**config.mk**
```make
export PLATFORM = sky130hd
export DESIGN_NAME = fat_free_cluster_counter_core
export DESIGN_NICKNAME = d
export VERILOG_FILES = /design/src/rtl/core/fffc_pkg.sv /design/src/rtl/core/fffc_front.sv /design/src/rtl/core/fffc_queue.sv /design/src/rtl/core/fffc_back.sv /design/src/rtl/core/fat_free_cluster_counter_core.sv
export SDC_FILE = /design/constraint.sdc
export NUM_CORES = 1
export LEC_CHECK = 0
export BUFFER_PORTS_ARGS = -buffer_cell sky130_fd_sc_hd__buf_2
export CAP_MARGIN = 20
export CORE_AREA = 2 2 130 132
export DETAILED_ROUTE_END_ITERATION = 7
export DIE_AREA = 0 0 132 134
export PLACE_DENSITY = 0.87
export RECOVER_POWER = 100
export SETUP_SLACK_MARGIN = 0.05
export SKIP_LAST_GASP = 1
export SYNTH_ARGS = -nofsm -noshare
export SYNTH_HDL_FRONTEND = slang
export SYNTH_SLANG_ARGS = --single-unit
```
**constraint.sdc**
```tcl
create_clock -name clk -period 12.35 [get_ports clk]
set_input_delay 1.8525 -clock clk [delete_from_list [all_inputs] [get_ports clk]]
set_output_delay 1.8525 -clock clk [all_outputs]
set_load 0.01 [all_outputs]
```
**src/rtl/core/fffc_pkg.sv**
```systemverilog
// Shared widths, codes and the front-to-back transfer type of the FAT free cluster counter.
package fffc_pkg;

	localparam int BYTE_W      = 8;
	localparam int ENTRY_W     = 28;
	localparam int PART_W      = 24;
	localparam int PHASE_W     = 2;
	localparam int DATA_W      = 32;
	localparam int ADDR_W      = 3;
	localparam int FMT_W       = 2;

	// Default depth of the queue between front and back
	localparam int QUEUE_DEPTH_DEF = 2;

	// Table entry formats; the unused code behaves as thirty-two-bit
	localparam logic [FMT_W-1:0] FMT_12 = 2'd0;
	localparam logic [FMT_W-1:0] FMT_16 = 2'd1;
	localparam logic [FMT_W-1:0] FMT_32 = 2'd2;

	// Register select taken from the word address bit
	localparam logic REG_TABLE_TYPE  = 1'b0;
	localparam logic REG_ENTRY_LIMIT = 1'b1;

	// One classified table byte handed from front to back
	typedef struct packed {
		logic start;      // byte opens a new table
		logic is_last;    // byte closes the table stream
		logic entry_done; // byte completes an entry
		logic entry_free; // completed entry is zero
	} fffc_op_t;

endpackage

```
**src/rtl/core/fffc_front.sv**
```systemverilog
// Front end: accepts table bytes and assembles them into entries.
module fffc_front (
	input  logic                         clk,
	input  logic                         arst_n,
	input  logic [fffc_pkg::FMT_W-1:0]   table_type,
	input  logic [fffc_pkg::BYTE_W-1:0]  table_byte,
	input  logic                         first_byte,
	input  logic                         final_byte,
	input  logic                         accept,
	output fffc_pkg::fffc_op_t           op
);
	import fffc_pkg::*;

	logic [PHASE_W-1:0] phase_q;
	logic [PART_W-1:0]  partial_q;
	logic [PHASE_W-1:0] ph;
	logic [PART_W-1:0]  part;
	logic [PHASE_W-1:0] phase_nxt;
	logic [PART_W-1:0]  partial_nxt;
	logic               done;
	logic               free;

	// Assemble the byte into the current entry group
	always_comb begin
		ph          = first_byte ? '0 : phase_q;
		part        = first_byte ? '0 : partial_q;
		phase_nxt   = ph;
		partial_nxt = part;
		done        = 1'b0;
		free        = 1'b0;
		unique case (table_type)
			FMT_12: begin
				unique case (ph)
					2'd0: begin
						partial_nxt = {16'b0, table_byte};
						phase_nxt   = 2'd1;
					end
					2'd1: begin
						partial_nxt = {8'b0, table_byte, part[7:0]};
						done        = 1'b1;
						free        = (part[7:0] == 8'd0) && (table_byte[3:0] == 4'd0);
						phase_nxt   = 2'd2;
					end
					default: begin
						// odd entry: high nibble of middle byte plus this byte
						done        = 1'b1;
						free        = (part[15:12] == 4'd0) && (table_byte == 8'd0);
						partial_nxt = '0;
						phase_nxt   = 2'd0;
					end
				endcase
			end
			FMT_16: begin
				if (!ph[0]) begin
					partial_nxt = {16'b0, table_byte};
					phase_nxt   = 2'd1;
				end else begin
					done        = 1'b1;
					free        = (part[7:0] == 8'd0) && (table_byte == 8'd0);
					partial_nxt = '0;
					phase_nxt   = 2'd0;
				end
			end
			default: begin
				unique case (ph)
					2'd0: begin
						partial_nxt = {16'b0, table_byte};
						phase_nxt   = 2'd1;
					end
					2'd1: begin
						partial_nxt = {part[23:16], table_byte, part[7:0]};
						phase_nxt   = 2'd2;
					end
					2'd2: begin
						partial_nxt = {table_byte, part[15:0]};
						phase_nxt   = 2'd3;
					end
					default: begin
						// top nibble of the last byte is reserved
						done        = 1'b1;
						free        = (part == '0) && (table_byte[3:0] == 4'd0);
						partial_nxt = '0;
						phase_nxt   = 2'd0;
					end
				endcase
			end
		endcase
	end

	// Advance assembly state on each transfer
	always_ff @(posedge clk or negedge arst_n) begin
		if (!arst_n) begin
			phase_q   <= '0;
			partial_q <= '0;
		end else if (accept) begin
			phase_q   <= phase_nxt;
			partial_q <= partial_nxt;
		end
	end

	assign op.start      = first_byte;
	assign op.is_last    = final_byte;
	assign op.entry_done = done;
	assign op.entry_free = free;

endmodule

```
**src/rtl/core/fffc_queue.sv**
```systemverilog
// Small queue of classified bytes between front and back.
module fffc_queue #(
	parameter int DEPTH = fffc_pkg::QUEUE_DEPTH_DEF
) (
	input  logic               clk,
	input  logic               arst_n,
	input  logic               push,
	input  fffc_pkg::fffc_op_t push_op,
	output logic               full,
	input  logic               pop,
	output logic               not_empty,
	output fffc_pkg::fffc_op_t head_op
);
	import fffc_pkg::*;

	localparam int PTR_W = (DEPTH > 1) ? $clog2(DEPTH) : 1;
	localparam int CNT_W = $clog2(DEPTH + 1);
	localparam logic [PTR_W-1:0] LAST_PTR = PTR_W'(DEPTH - 1);
	localparam logic [CNT_W-1:0] FULL_CNT = CNT_W'(DEPTH);

	fffc_op_t         slots_q [DEPTH];
	logic [PTR_W-1:0] wr_ptr_q;
	logic [PTR_W-1:0] rd_ptr_q;
	logic [CNT_W-1:0] count_q;

	assign full      = (count_q == FULL_CNT);
	assign not_empty = (count_q != '0);
	assign head_op   = slots_q[rd_ptr_q];

	// Store pushed entries
	always_ff @(posedge clk) begin
		if (push) begin
			slots_q[wr_ptr_q] <= push_op;
		end
	end

	// Track pointers and fill level
	always_ff @(posedge clk or negedge arst_n) begin
		if (!arst_n) begin
			wr_ptr_q <= '0;
			rd_ptr_q <= '0;
			count_q  <= '0;
		end else begin
			if (push) begin
				wr_ptr_q <= (wr_ptr_q == LAST_PTR) ? '0 : wr_ptr_q + 1'b1;
			end
			if (pop) begin
				rd_ptr_q <= (rd_ptr_q == LAST_PTR) ? '0 : rd_ptr_q + 1'b1;
			end
			if (push && !pop) begin
				count_q <= count_q + 1'b1;
			end else if (pop && !push) begin
				count_q <= count_q - 1'b1;
			end
		end
	end

endmodule

```
**src/rtl/core/fffc_back.sv**
```systemverilog
// Back end: counts examined and free entries and issues the result.
module fffc_back (
	input  logic                          clk,
	input  logic                          arst_n,
	input  logic [fffc_pkg::ENTRY_W-1:0]  entry_limit,
	input  logic                          op_valid,
	input  fffc_pkg::fffc_op_t            op,
	output logic                          op_pop,
	output logic                          out_valid,
	input  logic                          out_stall,
	output logic [fffc_pkg::ENTRY_W-1:0]  free_entries,
	output logic                          ended_early
);
	import fffc_pkg::*;

	logic [ENTRY_W-1:0] seen_q;
	logic [ENTRY_W-1:0] tally_q;
	logic               finished_q;
	logic               out_valid_q;
	logic [ENTRY_W-1:0] free_q;
	logic               early_q;

	logic [ENTRY_W-1:0] seen_b;
	logic [ENTRY_W-1:0] tally_b;
	logic               fin_b;
	logic               below;
	logic               counted;
	logic [ENTRY_W-1:0] seen_inc;
	logic [ENTRY_W-1:0] seen_nxt;
	logic [ENTRY_W-1:0] tally_nxt;
	logic               limit_hit;
	logic               result;

	// Take an operation unless it issues a result while the output slot is held
	assign op_pop = op_valid && (!out_valid_q || !out_stall || !result);

	// Count the entry and decide whether the table is done
	always_comb begin
		seen_b    = op.start ? '0 : seen_q;
		tally_b   = op.start ? '0 : tally_q;
		fin_b     = op.start ? 1'b0 : finished_q;
		below     = (seen_b < entry_limit);
		counted   = op.entry_done && below;
		seen_inc  = seen_b + 1'b1;
		seen_nxt  = counted ? seen_inc : seen_b;
		tally_nxt = (counted && op.entry_free) ? tally_b + 1'b1 : tally_b;
		limit_hit = !below || (counted && (seen_inc == entry_limit));
		result    = !fin_b && (limit_hit || op.is_last);
	end

	// Update counters on each popped operation until the table is finished
	always_ff @(posedge clk or negedge arst_n) begin
		if (!arst_n) begin
			seen_q     <= '0;
			tally_q    <= '0;
			finished_q <= 1'b0;
		end else if (op_pop && !fin_b) begin
			seen_q     <= seen_nxt;
			tally_q    <= tally_nxt;
			finished_q <= result;
		end
	end

	// Hold the result until the transfer completes
	always_ff @(posedge clk or negedge arst_n) begin
		if (!arst_n) begin
			out_valid_q <= 1'b0;
		end else if (op_pop && result) begin
			out_valid_q <= 1'b1;
		end else if (!out_stall) begin
			out_valid_q <= 1'b0;
		end
	end

	always_ff @(posedge clk) begin
		if (op_pop && result) begin
			free_q  <= tally_nxt;
			early_q <= !limit_hit;
		end
	end

	assign out_valid    = out_valid_q;
	assign free_entries = free_q;
	assign ended_early  = early_q;

endmodule

```
**src/rtl/core/fat_free_cluster_counter_core.sv**
```systemverilog
// Top level of the FAT free cluster counter: register port, front, queue and back.
// Counts zero entries of a FAT12/16/32 allocation table streamed one byte per
// transfer; table_type (0: 12-bit, 1: 16-bit, 2 or 3: 32-bit with the top four
// bits ignored) and entry_limit live at byte addresses 0 and 4. A byte with
// first_byte set starts a new table. One result comes out once entry_limit
// entries have been examined or at the byte marked final_byte, and later bytes
// are dropped until the next first_byte. One byte is taken every cycle while the
// queue has room; the byte ending the table passes through the queue, and the
// back registers its result. The front assembles entries, the queue of
// QUEUE_DEPTH slots decouples it from the back, whose output register lets bytes
// that give no result keep flowing while a result waits; a further result waits
// at the head of the queue, and input stalls once the queue is full.
module fat_free_cluster_counter_core #(
	parameter int QUEUE_DEPTH = fffc_pkg::QUEUE_DEPTH_DEF
) (
	input  logic                          clk,
	input  logic                          arst_n,
	input  logic                          psel,
	input  logic                          penable,
	input  logic                          pwrite,
	input  logic [fffc_pkg::ADDR_W-1:0]   paddr,
	input  logic [fffc_pkg::DATA_W-1:0]   pwdata,
	output logic [fffc_pkg::DATA_W-1:0]   prdata,
	output logic                          pready,
	input  logic                          in_valid,
	output logic                          in_stall,
	input  logic [fffc_pkg::BYTE_W-1:0]   table_byte,
	input  logic                          first_byte,
	input  logic                          final_byte,
	output logic                          out_valid,
	input  logic                          out_stall,
	output logic [fffc_pkg::ENTRY_W-1:0]  free_entries,
	output logic                          ended_early
);
	import fffc_pkg::*;

	logic [FMT_W-1:0]   table_type_q;
	logic [ENTRY_W-1:0] entry_limit_q;
	logic               reg_sel;
	logic               wr_en;
	logic               accept;
	logic               q_full;
	logic               q_valid;
	logic               q_pop;
	fffc_op_t           front_op;
	fffc_op_t           head_op;

	// Register select from the word address; byte lanes are ignored
	assign reg_sel = paddr[2];
	assign pready  = 1'b1;
	assign wr_en   = psel && penable && pwrite;

	always_ff @(posedge clk or negedge arst_n) begin
		if (!arst_n) begin
			table_type_q  <= FMT_12;
			entry_limit_q <= '0;
		end else if (wr_en) begin
			unique case (reg_sel)
				REG_TABLE_TYPE:  table_type_q  <= pwdata[FMT_W-1:0];
				REG_ENTRY_LIMIT: entry_limit_q <= pwdata[ENTRY_W-1:0];
				default: ;
			endcase
		end
	end

	// Read back the selected register
	always_comb begin
		unique case (reg_sel)
			REG_TABLE_TYPE:  prdata = {{(DATA_W-FMT_W){1'b0}}, table_type_q};
			REG_ENTRY_LIMIT: prdata = {{(DATA_W-ENTRY_W){1'b0}}, entry_limit_q};
			default:         prdata = '0;
		endcase
	end

	assign in_stall = q_full;
	assign accept   = in_valid && !q_full;

	fffc_front u_front (
		.clk        (clk),
		.arst_n     (arst_n),
		.table_type (table_type_q),
		.table_byte (table_byte),
		.first_byte (first_byte),
		.final_byte (final_byte),
		.accept     (accept),
		.op         (front_op)
	);

	fffc_queue #(
		.DEPTH (QUEUE_DEPTH)
	) u_queue (
		.clk       (clk),
		.arst_n    (arst_n),
		.push      (accept),
		.push_op   (front_op),
		.full      (q_full),
		.pop       (q_pop),
		.not_empty (q_valid),
		.head_op   (head_op)
	);

	fffc_back u_back (
		.clk          (clk),
		.arst_n       (arst_n),
		.entry_limit  (entry_limit_q),
		.op_valid     (q_valid),
		.op           (head_op),
		.op_pop       (q_pop),
		.out_valid    (out_valid),
		.out_stall    (out_stall),
		.free_entries (free_entries),
		.ended_early  (ended_early)
	);

endmodule

```
==> out/metrics.cfg <==
[worst_setup_path]
worst-r2r-setup-slack_ns=3.67
path_cells=mux2i_1, clkbuf_1, nand2_1, inv_1, ha_1, nand4_1, a211oi_1, a22o_1, o311ai_0, nand4_1, nand2b_1, a221oi_1, nand2_2, a21oi_1, clkbuf_1
slowest_delay_ns=2.17
start_kind=flip-flop
cpLargestDelayFamily=buffers and inverters
crit_required_ns=12.41
crit_buf_inv=3
r2r-end=u_back.free_entries[23]
end_kind=flip-flop
r2r-start=u_queue.rd_ptr_q
crit_slowest_cell=clkbuf_1
worst_r2r_path_depth=15
worstPathMaxFanout=68
worstPathArrival_ns=8.74
crit_type=flip-flop to flip-flop
startpoint=u_queue.rd_ptr_q

[final_layout]
layout-drive-gt1-share_pct=13.1
num_antenna_cells=0
nFillCells=1360
nNetsFinal=1152
syn_to_final_growth_pct=10.7

[worst_hold_path]
hold_path_end=u_front.phase_q[0]
min-delay-start=u_front.phase_q[0]
hold_depth=2
hp-class=flip-flop to flip-flop

[drt]
drtAntennaViolNets=0
wl_per_cell_um=17.9
drt_iter0_drc=752
drtPass1Iterations=5
routed-via-count=8178
vias_per_cell=6.29
wl_um=23300
drc=0

[yosys]
synth_area_um2=9550
synth_top_area_share_pct=30.9
yosysSeqAreaShare_pct=42.6
ys.flop_type=dfrtp_1
synth.area.top_cells=dfrtp_1 31%, edfxtp_1 12%, mux2_2 4.8%
synth_edf_count=37
yosys-top-cells-count=118 x dfrtp_1, 77 x nand2_1, 67 x o21ai_0, 59 x nor2_1
synth_most_common_cell=dfrtp_1
netlist_instances=997
synth_top_area_cell=dfrtp_1
async_reset_ff_share_pct=76.1
yosysWarnings=0
ys_ff_latch=155
syn_avg_cell_area_um2=9.58
post_synth_num_cell_types=73

[placed_design]
routabilityCongestion=0.970
dp_hpwl_um=16100
port_buffers=104

[sta]
relSlewSlack_pct=-100
fmax_mhz=115
fin_skew_ns=0.0107
final_max_slew_viol_count=221
timing.final.crit_share_pct=70.3
final.setup.tns_ns=0
final.min_clock_period_ns=8.68
rsz0062_at_grt=false
setup_viol=0
worst_pin_slew_ns=3.00
finalHoldViolCount=0
holdWs_ns=0.483

[global_routing]
grt_pass1_wl_um=38200
gr-total-overflow=0
first_global_vias=7689
grt_max_degree=82
grtUsageTotal_pct=26.9
grt_antenna_before_repair=0

[run_status]
violations=max-capacitance violations, max-slew violations
status=finished with violations

[clocking]
cts_max_level=4
ctsHoldBuffers=0
ctsRootBufferMaster=clkbuf_16
cts_buffer_depth=2
worstSkewPairLatency_ns=0.44
cts_resized=0
cts-buffers-inserted=17
post_cts_buffers=0
cts_tree=yes
clk_pin_slew_ns=0.06
cts_sinks=155

[floorplanning]
die_y_um=134
start_util_pct=58.6
ios=116
die-area_um2=17700
core-area_um2=16300
core.rowCount=47
die_x_um=132

[power_and_ir_drop]
peakVddDrop_v=0.000123
powerDensity_nw_per_um2=178
p_leak_nw=4.46

[job]
cap_violations=5

[worst max path at each step]
stage,to,slack (ns),cells after the start
2_1_floorplan,u_back.ended_early,6.81,17
3_3_place_gp,u_back.seen_q[20],6.61,14
3_5_place_dp,u_back.seen_q[27],6.52,14
4_1_cts,u_back.seen_q[20],6.50,14
5_1_grt,u_back.free_entries[21],3.12,15
6_report,u_back.free_entries[23],3.67,15
[where the power goes]
part	total, W	switching [W]	internal [W]
logic	0.000636	0.000426	0.000209
registers	0.000733	0.0000787	0.000654
clock network	0.000515	0.000227	0.000287
total	0.00188	0.000732	0.00115
[worst register-to-register path, cell delays in order, from the launching register on]
cell and delay, ns:
dfrtp_1 0.51, mux2i_1 0.55, clkbuf_1 2.17, nand2_1 0.55, inv_1 0.28, ha_1 0.27, nand4_1 0.13, a211oi_1 0.07
a22o_1 0.40, o311ai_0 0.15, nand4_1 0.59, nand2b_1 0.35, a221oi_1 0.36, nand2_2 0.11, a21oi_1 1.06, clkbuf_1 0.75
[state kept, by name (all words and copies together) (netlist names)]
signal / count
u_back.tally_q: 28
u_queue.slots_q: 8
u_back.out_valid: 1
u_back.ended_early: 1
u_queue.count_q: 2
u_front.partial_q: 24
entry_limit_q: 28
u_back.seen_q: 28
u_back.free_entries: 28
u_back.finished_q: 1
u_front.phase_q: 2
u_queue.rd_ptr_q: 1
u_queue.wr_ptr_q: 1
table_type_q: 2
[layout make-up]
cell class	instances	area [um2]	share of cell area [%]
repair buffers	112	494	4.68
inverters	50	188	1.78
flip-flops and latches	155	4060	38.5
clock inverters	13	130	1.23
well taps	220	275	2.60
multi-input cells	731	4970	47.1
clock buffers	19	443	4.19
[layer usage]
| metal | up-vias | GRT usage (%) | wire length, um |
|---|---|---|---|
| met1 | 3967 | 35.7 | 9980 |
| met4 | 0 | 9.72 | 577 |
| met5 | - | 0 | 0 |
| met2 | 367 | 44.2 | 11200 |
| li1 | 3788 | - | - |
| met3 | 56 | 5.33 | 1590 |
[placed cells by master (no fill, tap or decap), drive strengths merged, types with 33 or more instances in the layout]
| cell type | count |
|---|---|
| o21ai | 68 |
| buf | 55 |
| dfrtp | 118 |
| edfxtp | 37 |
| and2 | 50 |
| mux2 | 42 |
| inv | 57 |
| nand2 | 77 |
| a21oi | 38 |
| nand3 | 33 |
| xnor2 | 33 |
| ha | 33 |
| clkbuf | 76 |
| nor2 | 59 |
[metrics by stage]
stage / setup WS (ns) / util, % / area (um2) / cells / power [W]
4_1_cts: 6.50 / 65.6 / 10700 / 1299 / 0.00190
5_1_grt: 3.12 / 64.9 / 10600 / 1300 / 0.00198
3_5_place_dp: 6.52 / 62.1 / 10100 / 1267 / 0.00139
6_report: 3.67 / 64.9 / 10600 / 1300 / 0.00188
2_1_floorplan: 6.81 / - / 9560 / 1000 / 0.00121
3_3_place_gp: 6.61 / 62.1 / 10100 / 1267 / 0.00136
[cell families after synthesis]
family | synth area share, %
DFF | 42.6
and+or+nand+nor | 18.8
muxes | 5.66
buffers and inverters | 5.23
adders and majority gates | 4.33
xor gates and xnor gates | 5.65
other | 0.0787
AOI/OAI and AO/OA | 17.7
No activity file was read; power rests on OpenSTA's default activity.
